`src/murmurhash2_hasher_defines.svh`:
```
// ----------------------------------------------------------------------------
// murmurhash2_hasher_defines
// assertion macros used by the hasher top level
// ----------------------------------------------------------------------------
`ifndef MURMURHASH2_HASHER_DEFINES_SVH
`define MURMURHASH2_HASHER_DEFINES_SVH

`ifndef NO_ASSERTIONS

// antecedent holds in this cycle, consequent in the same cycle
`define MMH2_ASSERT_SAME(lbl, clk, rst_n, ante, cons, msg) \
    lbl: assert property (@(posedge clk) disable iff (!rst_n) (ante) |-> (cons)) \
        else $error(msg);

// antecedent holds in this cycle, consequent in the next cycle
`define MMH2_ASSERT_NEXT(lbl, clk, rst_n, ante, cons, msg) \
    lbl: assert property (@(posedge clk) disable iff (!rst_n) (ante) |=> (cons)) \
        else $error(msg);

`else

`define MMH2_ASSERT_SAME(lbl, clk, rst_n, ante, cons, msg)
`define MMH2_ASSERT_NEXT(lbl, clk, rst_n, ante, cons, msg)

`endif

`endif

```
`src/mmh2_pkg.sv`:
```
// ----------------------------------------------------------------------------
// mmh2_pkg
// constants and shared types of the murmurhash2 hasher
// ----------------------------------------------------------------------------
package mmh2_pkg;

    localparam logic [31:0] MIX_MUL     = 32'h5bd1e995;
    localparam int unsigned MIX_SHIFT   = 24;
    localparam int unsigned FIN_SHIFT_A = 13;
    localparam int unsigned FIN_SHIFT_B = 15;
    localparam logic [31:0] SEED_RESET  = 32'd42;

    // request to the shared constant multiplier
    typedef struct packed {
        logic        en;
        logic [31:0] op;
    } t_mul_req;

    // sequencer status seen by the top level
    typedef struct packed {
        logic fin;
    } t_seq_status;

endpackage

```
`src/mmh2_key_if.sv`:
```
// ----------------------------------------------------------------------------
// mmh2_key_if
// key block channel: valid, ready and one block of key bytes
// ----------------------------------------------------------------------------
interface mmh2_key_if;
    logic        valid;
    logic        ready;
    logic [31:0] data_block;
    logic [2:0]  byte_count;
    logic        key_start;
    logic        key_last;
    logic [15:0] key_length;

    modport source (
        output valid, data_block, byte_count, key_start, key_last, key_length,
        input  ready
    );
    modport sink (
        input  valid, data_block, byte_count, key_start, key_last, key_length,
        output ready
    );
endinterface

```
`src/mmh2_hash_if.sv`:
```
// ----------------------------------------------------------------------------
// mmh2_hash_if
// result channel: valid, ready and the finalized hash
// ----------------------------------------------------------------------------
interface mmh2_hash_if;
    logic        valid;
    logic        ready;
    logic [31:0] hash_value;

    modport source (output valid, hash_value, input ready);
    modport sink   (input valid, hash_value, output ready);
endinterface

```
`src/mmh2_mul.sv`:
```
// ----------------------------------------------------------------------------
// mmh2_mul
// shared multiplier by the mixing constant, registered product
// ----------------------------------------------------------------------------
module mmh2_mul (
    input  logic              i_clk,
    input  mmh2_pkg::t_mul_req i_req,
    output logic [31:0]       o_prod
);
    import mmh2_pkg::*;

    logic [31:0] n_full;
    logic [31:0] r_prod;

    // only the low word of the product is kept
    assign n_full = i_req.op * MIX_MUL;

    always_ff @(posedge i_clk) begin
        if (i_req.en) begin
            r_prod <= n_full;
        end
    end

    assign o_prod = r_prod;
endmodule

```
`src/mmh2_seq.sv`:
```
// ----------------------------------------------------------------------------
// mmh2_seq
// sequencer and hash registers, drives the shared multiplier
// ----------------------------------------------------------------------------
module mmh2_seq (
    input  logic                  i_clk,
    input  logic                  i_rst_n,
    input  logic [31:0]           i_seed,
    input  logic [31:0]           i_prod,
    output mmh2_pkg::t_mul_req    o_req,
    output mmh2_pkg::t_seq_status o_status,
    mmh2_key_if.sink              i_key_if,
    mmh2_hash_if.source           o_hash_if
);
    import mmh2_pkg::*;

    localparam logic [2:0] S_IDLE = 3'd0;
    localparam logic [2:0] S_MH   = 3'd1;
    localparam logic [2:0] S_MK1  = 3'd2;
    localparam logic [2:0] S_MK2  = 3'd3;
    localparam logic [2:0] S_FOLD = 3'd4;
    localparam logic [2:0] S_TAIL = 3'd5;
    localparam logic [2:0] S_PASS = 3'd6;
    localparam logic [2:0] S_FIN  = 3'd7;

    logic [2:0]  r_state, n_state;
    logic [31:0] r_h, n_h;
    logic [31:0] r_k, n_k;
    logic        r_last, n_last;
    logic        r_tail, n_tail;
    logic        r_ovalid, n_ovalid;
    logic [31:0] r_res, n_res;

    logic [31:0] h0;
    logic [31:0] tail_bytes;
    logic [31:0] hnew;
    logic [31:0] kmix;

    assign h0 = i_key_if.key_start ? (i_seed ^ {16'd0, i_key_if.key_length}) : r_h;
    assign kmix = i_prod ^ (i_prod >> MIX_SHIFT);

    always_comb begin
        case (i_key_if.byte_count)
            3'd1:    tail_bytes = {24'd0, i_key_if.data_block[7:0]};
            3'd2:    tail_bytes = {16'd0, i_key_if.data_block[15:0]};
            3'd3:    tail_bytes = {8'd0, i_key_if.data_block[23:0]};
            default: tail_bytes = 32'd0;
        endcase
    end

    // hash after the block is folded in, by the path taken
    always_comb begin
        case (r_state)
            S_FOLD:  hnew = r_h ^ i_prod;
            S_TAIL:  hnew = i_prod;
            default: hnew = r_h;
        endcase
    end

    always_comb begin
        n_state  = r_state;
        n_h      = r_h;
        n_k      = r_k;
        n_last   = r_last;
        n_tail   = r_tail;
        n_ovalid = r_ovalid && !o_hash_if.ready;
        n_res    = r_res;
        o_req.en = 1'b1;
        o_req.op = r_h;
        unique case (r_state) inside
            S_IDLE: begin
                if (i_key_if.valid) begin
                    n_last = i_key_if.key_last;
                    if (i_key_if.byte_count[2]) begin
                        n_h     = h0;
                        n_k     = i_key_if.data_block;
                        n_tail  = 1'b0;
                        n_state = S_MH;
                    end else if (i_key_if.byte_count != 3'd0) begin
                        n_h     = h0 ^ tail_bytes;
                        n_tail  = 1'b1;
                        n_state = S_MH;
                    end else begin
                        n_h     = h0;
                        n_state = S_PASS;
                    end
                end
            end
            S_MH: begin
                o_req.op = r_h;
                n_state  = r_tail ? S_TAIL : S_MK1;
            end
            S_MK1: begin
                // product here is h * m
                n_h      = i_prod;
                o_req.op = r_k;
                n_state  = S_MK2;
            end
            S_MK2: begin
                o_req.op = kmix;
                n_state  = S_FOLD;
            end
            S_FOLD, S_TAIL, S_PASS: begin
                n_h      = hnew;
                o_req.op = hnew ^ (hnew >> FIN_SHIFT_A);
                n_state  = r_last ? S_FIN : S_IDLE;
            end
            S_FIN: begin
                // hold the product until the output register is free
                o_req.en = 1'b0;
                if (!r_ovalid || o_hash_if.ready) begin
                    n_ovalid = 1'b1;
                    n_res    = i_prod ^ (i_prod >> FIN_SHIFT_B);
                    n_state  = S_IDLE;
                end
            end
            default: begin
                n_state = S_IDLE;
            end
        endcase
    end

    always_ff @(posedge i_clk) begin
        if (!i_rst_n) begin
            r_state  <= S_IDLE;
            r_h      <= 32'd0;
            r_ovalid <= 1'b0;
        end else begin
            r_state  <= n_state;
            r_h      <= n_h;
            r_ovalid <= n_ovalid;
        end
    end

    always_ff @(posedge i_clk) begin
        r_k    <= n_k;
        r_last <= n_last;
        r_tail <= n_tail;
        r_res  <= n_res;
    end

    assign i_key_if.ready       = (r_state == S_IDLE);
    assign o_hash_if.valid      = r_ovalid;
    assign o_hash_if.hash_value = r_res;
    assign o_status.fin         = (r_state == S_FIN);
endmodule

```
`src/murmurhash2_hasher.sv`:
```
// ----------------------------------------------------------------------------
// murmurhash2_hasher
// streaming 32-bit murmurhash2 over little-endian key blocks
// ----------------------------------------------------------------------------
//  channel    dir  handshake      payload
//  i_key_if   in   valid/ready    data_block, byte_count, key_start,
//                                 key_last, key_length
//  o_hash_if  out  valid/ready    hash_value
//  cfg        in   i_cfg_we       i_cfg_wdata (hash seed)
//
//  one multiplier by 0x5bd1e995 is shared by every multiply of an item
//  after its transfer in S_IDLE, a full block passes S_MH, S_MK1, S_MK2 and
//  S_FOLD, a short tail S_MH and S_TAIL, an empty block S_PASS; a last item
//  then loads the output register in S_FIN, waiting there while the sink
//  stalls with it full; one product per cycle, in sequence, none in S_FIN
//  synchronous active-low reset: seed back to 42, running hash to zero
//  the result sits in an output register; a stalled sink holds only a
//  following last item, other items keep flowing
// ----------------------------------------------------------------------------
`include "murmurhash2_hasher_defines.svh"

module murmurhash2_hasher (
    input  logic        i_clk,
    input  logic        i_rst_n,
    input  logic        i_cfg_we,
    input  logic [31:0] i_cfg_wdata,
    mmh2_key_if.sink    i_key_if,
    mmh2_hash_if.source o_hash_if
);
    import mmh2_pkg::*;

    logic [31:0] r_seed;
    logic [31:0] prod;
    t_mul_req    mul_req;
    t_seq_status seq_status;

    always_ff @(posedge i_clk) begin
        if (!i_rst_n) begin
            r_seed <= SEED_RESET;
        end else if (i_cfg_we) begin
            r_seed <= i_cfg_wdata;
        end
    end

    mmh2_mul u_mul (
        .i_clk  (i_clk),
        .i_req  (mul_req),
        .o_prod (prod)
    );

    mmh2_seq u_seq (
        .i_clk     (i_clk),
        .i_rst_n   (i_rst_n),
        .i_seed    (r_seed),
        .i_prod    (prod),
        .o_req     (mul_req),
        .o_status  (seq_status),
        .i_key_if  (i_key_if),
        .o_hash_if (o_hash_if)
    );

    // every transfer starts work, so ready is low in the next cycle
    `MMH2_ASSERT_NEXT(a_busy_after_transfer, i_clk, i_rst_n,
        i_key_if.valid && i_key_if.ready, !i_key_if.ready,
        "ready stayed high after an input transfer")

    // a result only appears out of the finalize step
    `MMH2_ASSERT_SAME(a_result_from_fin, i_clk, i_rst_n,
        $rose(o_hash_if.valid), $past(seq_status.fin),
        "result valid without a finalize step")

    // finalize with a free output register loads it
    `MMH2_ASSERT_NEXT(a_fin_loads_output, i_clk, i_rst_n,
        seq_status.fin && !o_hash_if.valid, o_hash_if.valid && !seq_status.fin,
        "finalize did not load the output register")

endmodule
```
`src/flat_wrapper.sv`:
```
// flat-port wrapper written by rule: the top's interface ports become plain ports
module murmurhash2_hasher_flat import mmh2_pkg::*;
  (i_clk, i_rst_n, i_cfg_we, i_cfg_wdata, i_key_if_valid, i_key_if_data_block, i_key_if_byte_count, i_key_if_key_start, i_key_if_key_last, i_key_if_key_length, i_key_if_ready, o_hash_if_valid, o_hash_if_hash_value, o_hash_if_ready);
  mmh2_key_if i_key_if_i ();
  mmh2_hash_if o_hash_if_i ();
  input  logic i_clk;
  input  logic i_rst_n;
  input  logic i_cfg_we;
  input  logic [31:0] i_cfg_wdata;
  input wire logic [$bits(i_key_if_i.valid)-1:0] i_key_if_valid;
  input wire logic [$bits(i_key_if_i.data_block)-1:0] i_key_if_data_block;
  input wire logic [$bits(i_key_if_i.byte_count)-1:0] i_key_if_byte_count;
  input wire logic [$bits(i_key_if_i.key_start)-1:0] i_key_if_key_start;
  input wire logic [$bits(i_key_if_i.key_last)-1:0] i_key_if_key_last;
  input wire logic [$bits(i_key_if_i.key_length)-1:0] i_key_if_key_length;
  output wire logic [$bits(i_key_if_i.ready)-1:0] i_key_if_ready;
  output wire logic [$bits(o_hash_if_i.valid)-1:0] o_hash_if_valid;
  output wire logic [$bits(o_hash_if_i.hash_value)-1:0] o_hash_if_hash_value;
  input wire logic [$bits(o_hash_if_i.ready)-1:0] o_hash_if_ready;
  assign i_key_if_i.valid = i_key_if_valid;
  assign i_key_if_i.data_block = i_key_if_data_block;
  assign i_key_if_i.byte_count = i_key_if_byte_count;
  assign i_key_if_i.key_start = i_key_if_key_start;
  assign i_key_if_i.key_last = i_key_if_key_last;
  assign i_key_if_i.key_length = i_key_if_key_length;
  assign i_key_if_ready = i_key_if_i.ready;
  assign o_hash_if_valid = o_hash_if_i.valid;
  assign o_hash_if_hash_value = o_hash_if_i.hash_value;
  assign o_hash_if_i.ready = o_hash_if_ready;
  murmurhash2_hasher u_core (.i_clk(i_clk), .i_rst_n(i_rst_n), .i_cfg_we(i_cfg_we), .i_cfg_wdata(i_cfg_wdata), .i_key_if(i_key_if_i), .o_hash_if(o_hash_if_i));
endmodule
```
`config.mk`:
```
export PLATFORM = sky130hd
export DESIGN_NAME = murmurhash2_hasher_flat
export DESIGN_NICKNAME = d
export VERILOG_FILES = /design/src/mmh2_pkg.sv /design/src/mmh2_key_if.sv /design/src/mmh2_hash_if.sv /design/src/mmh2_mul.sv /design/src/mmh2_seq.sv /design/src/murmurhash2_hasher.sv /design/src/flat_wrapper.sv
export VERILOG_INCLUDE_DIRS = /design/src /design/src/src
export SDC_FILE = /design/constraint.sdc
export NUM_CORES = 1
export LEC_CHECK = 0
export ABC_AREA = 1
export BUFFER_PORTS_ARGS = -buffer_cell sky130_fd_sc_hd__buf_2
export CELL_PAD_IN_SITES_DETAIL_PLACEMENT = 1
export CELL_PAD_IN_SITES_GLOBAL_PLACEMENT = 1
export CORE_MARGIN = 5
export CORE_UTILIZATION = 52
export DETAILED_ROUTE_END_ITERATION = 10
export GPL_TIMING_DRIVEN = 0
export PLACE_DENSITY = 0.95
export SETUP_SLACK_MARGIN = 0.02
export SKIP_CTS_REPAIR_TIMING = 1
export SYNTH_ARGS = -nofsm -noshare
export SYNTH_HDL_FRONTEND = slang
export SYNTH_SLANG_ARGS = --single-unit
```
`constraint.sdc`:
```
create_clock -name i_clk -period 20.7 [get_ports i_clk]
set_input_delay 0 -clock i_clk [delete_from_list [all_inputs] [get_ports i_clk]]
set_output_delay 0 -clock i_clk [all_outputs]
set_load 0.005 [all_outputs]
```
# Word-level counts from Yosys, hierarchy flattened
# Index checks and enable logic that the tools add are counted.
# word_totals
register_bits	166
output_inout_bits	34
# op_classes
n_mul	1
eq_ne	12
mux	18
bitwise_logic	6
reduce_logical	15
# ops
cell	n
$pmux W32 S3	2
$mux W32	4
$pmux W24 S3	1
$pmux W32 S2	1
$xor A32 B32 Y32	2
$mul A32 B31 Y32 const B	1
$xor A32 B16 Y32	1
$xor A32 B17 Y32	1
$xor A32 B19 Y32	1
$xor A32 B8 Y32	1
$mux W3	6
$pmux W3 S6	1
$eq A3 B2 Y1 const B	4
$eq A3 B3 Y1 const B	4
$reduce_and A2 Y1	4
$eq A3 B1 Y1 const B	2
$reduce_and A3 Y1	2
$reduce_bool A3 Y1	2
$ne A2 B2 Y1 const B	2
$logic_not A3 Y1	1
$mux W1	3
$reduce_or A3 Y1	1
$logic_not A1 Y1	2
$reduce_bool A2 Y1	1
other kinds (2)	2

# Depth between registers and ports, before layout
# logic_depth
word_depth	7
ltp_mapped	39
ltp_nobuf	36

# Modules after synthesis
# Synthesis repeated with hierarchy kept, for this count alone.
# hier_totals
hier_cells	2362
area_unflattened_um2	18793.0
# by_module_without_submodules
module	n_inst	cells_each	area_each_um2	seq_area_each_um2
mmh2_mul	1	1159	10486.3	960.9
mmh2_seq	1	1006	6967.9	2702.6
murmurhash2_hasher	1	197	1338.8	640.6

# Least setup slack after synthesis
# OpenSTA, ideal clock, no wires.
# synth_timing
path_kind	register to register
startpoint	reg u_core.u_seq.r_state[1]
endpoint	reg u_core.u_mul.r_prod[29], in the netlist u_core.u_mul.o_prod[29], data pin
arrival_time_ns	7.448
slack_ns	12.992
stages_incl_launch_ff	35
n_path_buf	3
period_less_slack_ns	7.708
cell_sequence	dfxtp_1 buf_4 inv_2 nand3_2 buf_4 clkbuf_1 nand2_1 xnor2_1 inv_1 nor2_1 o22ai_1 a22oi_1 inv_1 fa_1 inv_1 ha_1 inv_1 fa_1 fa_1 inv_1 fa_1 fa_1 fa_1 inv_1 fa_1 inv_1 ha_1 nand2_1 nor4_1 nand3_1 nand3_1 nand3_1 nand2_1 a21oi_1 xnor2_1
# synth_between
elab_chain_len	5
word_cells_on_any_way	10
# synth_rtl
element	line	text
start, declared	mmh2_seq.sv:26	logic [2:0] r_state, n_state;
start signal, assigned	mmh2_seq.sv:129	r_state <= n_state;
$eq A3 B3 Y1	mmh2_seq.sv:53	case (r_state)
$pmux W32 S2	mmh2_seq.sv:53	
$xor A32 B19 Y32	mmh2_seq.sv:105	o_req.op = hnew ^ (hnew >> FIN_SHIFT_A);
$pmux W32 S3 *	mmh2_seq.sv:70	unique case (r_state) inside
$mul A32 B31 Y32 *	mmh2_mul.sv:16	assign n_full = i_req.op * MIX_MUL;
named net u_core.u_mul.n_full[29]	mmh2_mul.sv:12	logic [31:0] n_full;
end signal, assigned	mmh2_mul.sv:20	r_prod <= n_full;
end, declared	mmh2_mul.sv:13	logic [31:0] r_prod;
# The timed path passes the listed nets; every way through them passes the cells marked *.
# A chain may end at the register's enable or synchronous reset.

# Worst setup path after layout
# layout_timing
startpoint	reg u_core.u_seq.r_state[1]
endpoint	reg u_core.u_mul.r_prod[31], in the netlist u_core.u_mul.o_prod[31], data pin
# Same word-level chain as after synthesis.

==> run_results.csv <==
group,metric,value,unit
worst_setup_path,worstSetupStartpointType,"flop",
worst_setup_path,critical_path_arrival,10.19,ns
placed_design,placed_area,19200,um^2
layout,final_net_count,2793,
sta,maxClockFrequency,0.100,GHz
worst_setup_path,r2r.worst_path.cells,32,
synthesis,synth-edff-count,98,
routing,remaining_drc_errors,0,
routing,dr.pass1.iters,8,
sta,setup-violations-final,0,
layout,stdcell_area,20500,um^2
layout,flow.area_growth_from_synthesis,15.3,%
hold_path,whs_path_depth,3,
global_routing,wire_length_of_the_first_global_routing_pass,112,mm
sta,max-slew-margin-rel,-7.01,%
synthesis,synth.net_count,2572,
die,start_util,52.8,%
clocking,worstSkewPairLatency,0.47,ns
clocking,tritoncts,"built",
routing,via_count,18100,
worst_setup_path,cp_common_cell,"sky130_fd_sc_hd__nand2_1",
synthesis,synth_ff_type,"sky130_fd_sc_hd__edfxtp_1",
routing,detail_route.vias_per_cell,6.51,
clocking,cts-root-to-sink-buffers,2,
synthesis,synth.top_cell.area_share,20.4,%
die,floorplan.die_area,37900,um^2
routing,drt_iter0_markers,2463,
synthesis,syn_avg_cell_area,8.52,um^2
synthesis,synthDistinctLibCells,48,
sta,report.final.hold_viol_count,0,
routing,total_wirelength_of_the_detailed_routed_design,86.0,mm
layout,core_occupancy_in_the_finished_layout,60.9,%
worst_setup_path,cp_data_required_time,20.92,ns
worst_setup_path,timing.critical_path.fanout_max,10,
synthesis,syn-cell-area,17800,um^2
global_routing,antenna_found_initial,5,
sta,finClkSkew,0.0224,ns
outcome,run_status,"complete, but fails checks",
layout,drive_above_1_share,9.31,%
placed_design,place.port_buffers,121,
sta,layout_worst_path_cycle_share,48.1,%
worst_setup_path,max_stage_delay,0.75,ns
clocking,cts.clk_slew.worst_paths,0.08,ns
run,number_of_maximum_capacitance_violations,0,
synthesis,synthCells,2085,
global_routing,globalRoute.totalOverflow,0,
clocking,cts_max_level,4,
synthesis,async_set_or_reset_register_ratio_after_synthesis,0,%
sta,worst-slew-pin-transition,1.61,ns
global_routing,grt_start_max_net_pins,36,
sta,grt_setup_unrepaired,"false",
clocking,numCtsBuffers,17,
worst_setup_path,timing.setup.critical_path_class,"flop to flop",
die,die_height,195,um
layout,fill_cells,3993,
worst_setup_path,crit_path_top_delay_cell,"sky130_fd_sc_hd__a221oi_1",
synthesis,postSynthRegisterBits,166,
sta,fin_worst_hold_slack,0.0150,ns
sta,finalMaxSlewViolations,7,
routing,wire_per_inst,31.0,um
synthesis,synth-warning-count,0,
clocking,clock_sink_count,166,
clocking,cts_root_buffer,"sky130_fd_sc_hd__clkbuf_16",
synthesis,yosysSeqAreaShare,24.2,%
die,die_x,195,um
routing,route.antenna.remaining_nets,0,
worst_setup_path,setup.worst_path.end_class,"flop",
global_routing,number_of_global_route_vias_before_repair,18800,
sta,fin_crit,9.96,ns
die,core.rowCount,67,
global_routing,groute.usage.overall,39.2,%
outcome,failed_checks,"slew limit",
synthesis,ys_top_cells_by_area,"sky130_fd_sc_hd__fa_1, sky130_fd_sc_hd__edfxtp_1, sky130_fd_sc_hd__ha_1",
placed_design,dp_hpwl,58.2,mm
placed_design,gp_congestion,0.978,
synthesis,synth_top_cell_by_area,"sky130_fd_sc_hd__fa_1",
die,core_region_area,33600,um^2
die,boundaryPins,124,
sta,fin_setup_tns,0,ns
hold_path,hold_path_class,"primary input to flop",
[worst max-delay path, delay by kind of cell, from the launching register on]
kind | cells | cell delay (ns)
compound gates | 1 | 0.75
buf+inv | 8 | 1.35
simple gates | 13 | 2.31
xor+xnor | 1 | 0.18
flops | 1 | 0.31
fa+ha+maj | 9 | 4.77
[cell usage in the layout (no fill, tap or decap), types with 7 or more instances in the layout]
cell type                       count
sky130_fd_sc_hd__a21oi_1           81
sky130_fd_sc_hd__a221oi_1          21
sky130_fd_sc_hd__a22oi_2            8
sky130_fd_sc_hd__a31oi_1           17
sky130_fd_sc_hd__a41oi_1            7
sky130_fd_sc_hd__buf_2            129
sky130_fd_sc_hd__buf_4              7
sky130_fd_sc_hd__buf_8              8
sky130_fd_sc_hd__clkbuf_1          35
sky130_fd_sc_hd__clkbuf_16         20
sky130_fd_sc_hd__dfxtp_1           68
sky130_fd_sc_hd__dlygate4sd3_1     68
sky130_fd_sc_hd__edfxtp_1          98
sky130_fd_sc_hd__fa_1             181
sky130_fd_sc_hd__ha_1             216
sky130_fd_sc_hd__inv_1            493
sky130_fd_sc_hd__inv_2              9
sky130_fd_sc_hd__nand2_1          347
sky130_fd_sc_hd__nand3_1           56
sky130_fd_sc_hd__nand4_1           13
sky130_fd_sc_hd__nor2_1           127
sky130_fd_sc_hd__nor3_1             8
sky130_fd_sc_hd__o21ai_0          110
sky130_fd_sc_hd__xnor2_1           36
sky130_fd_sc_hd__xor2_1            67
[path summary, 6_finish.rpt]
| kind | startpoint | end | slack (ns) |
|---|---|---|---|
| hold reg to reg | u_core.r_seed[17] | u_core.r_seed[17] | 0.46 |
| setup reg to reg | u_core.u_seq.r_state[1] | u_core.u_mul.o_prod[31] | 10.74 |
| setup / recovery | u_core.u_seq.r_state[1] | u_core.u_mul.o_prod[31] | 10.74 |
| hold / removal | i_rst_n | u_core.r_seed[4] | 0.02 |
[Yosys cell counts (4+ instances only)]
library cell and number:
sky130_fd_sc_hd__a211oi_1 4, sky130_fd_sc_hd__a21oi_1 81, sky130_fd_sc_hd__a21oi_2 4, sky130_fd_sc_hd__a221oi_1 21, sky130_fd_sc_hd__a22oi_1 12, sky130_fd_sc_hd__a31oi_1 18
sky130_fd_sc_hd__a32o_1 5, sky130_fd_sc_hd__a41oi_1 7, sky130_fd_sc_hd__buf_1 4, sky130_fd_sc_hd__buf_2 8, sky130_fd_sc_hd__buf_4 5, sky130_fd_sc_hd__clkbuf_1 35
sky130_fd_sc_hd__dfxtp_1 68, sky130_fd_sc_hd__edfxtp_1 98, sky130_fd_sc_hd__fa_1 181, sky130_fd_sc_hd__ha_1 216, sky130_fd_sc_hd__inv_1 492, sky130_fd_sc_hd__inv_2 8
sky130_fd_sc_hd__nand2_1 347, sky130_fd_sc_hd__nand2_2 6, sky130_fd_sc_hd__nand3_1 56, sky130_fd_sc_hd__nand4_1 13, sky130_fd_sc_hd__nor2_1 129, sky130_fd_sc_hd__nor3_1 8
sky130_fd_sc_hd__o2111a_1 5, sky130_fd_sc_hd__o211ai_1 6, sky130_fd_sc_hd__o21ai_0 110, sky130_fd_sc_hd__xnor2_1 36, sky130_fd_sc_hd__xor2_1 67
[layer usage]
layer	GRT usage (%)	part of all wire, %	up-vias
li1	-	-	7040
met1	43.1	31	8709
met2	65.0	45	1621
met3	9.83	12	684
met4	30.1	11	2
met5	0	0.013	-
[per-stage QoR]
stage / instances / setup WS (ns)
final: 2772 / 10.74
after global routing: 2770 / 10.74
after CTS: 2699 / 11.44
after detailed placement: 2667 / 11.50
after global placement: 2654 / 10.50
after floorplan: 2085 / 12.99
[sequential cells by signal, indices dropped and copies added, names as in the netlist]
name,flops
u_core.u_seq.r_state,3
u_core.u_seq.r_tail,1
u_core.u_seq.o_hash_if.valid,1
u_core.u_mul.o_prod,32
u_core.r_seed,32
u_core.u_seq.r_k,32
u_core.u_seq.r_h,32
u_core.u_seq.o_hash_if.hash_value,32
u_core.u_seq.r_last,1
[layout make-up]
cell class | instances | area [um^2] | share of cell area (%)
buffer | 53 | 239 | 1.17
clock buffer | 22 | 528 | 2.58
multi-input combinational | 1364 | 11400 | 55.7
timing repair buffer | 202 | 1480 | 7.25
sequential | 166 | 4300 | 21.0
tap | 448 | 561 | 2.74
clock inverter | 10 | 62.6 | 0.306
inverter | 502 | 1880 | 9.21
antenna | 5 | 12.5 | 0.0611
[logic make-up (layout without fill, tap and decap cells)]
group | after synthesis | count (layout) | synth area share (%)
buf+inv | 555 | 789 | 12.0
other cells | 0 | 5 | 0
flops | 166 | 166 | 24.2
xor+xnor | 103 | 103 | 5.08
simple gates | 573 | 573 | 13.2
compound gates | 291 | 291 | 9.89
fa+ha+maj | 397 | 397 | 35.6
Power is left out: the tool's default activity adds up to more than one toggle a clock period on the data nets, which glitch-free logic cannot reach.
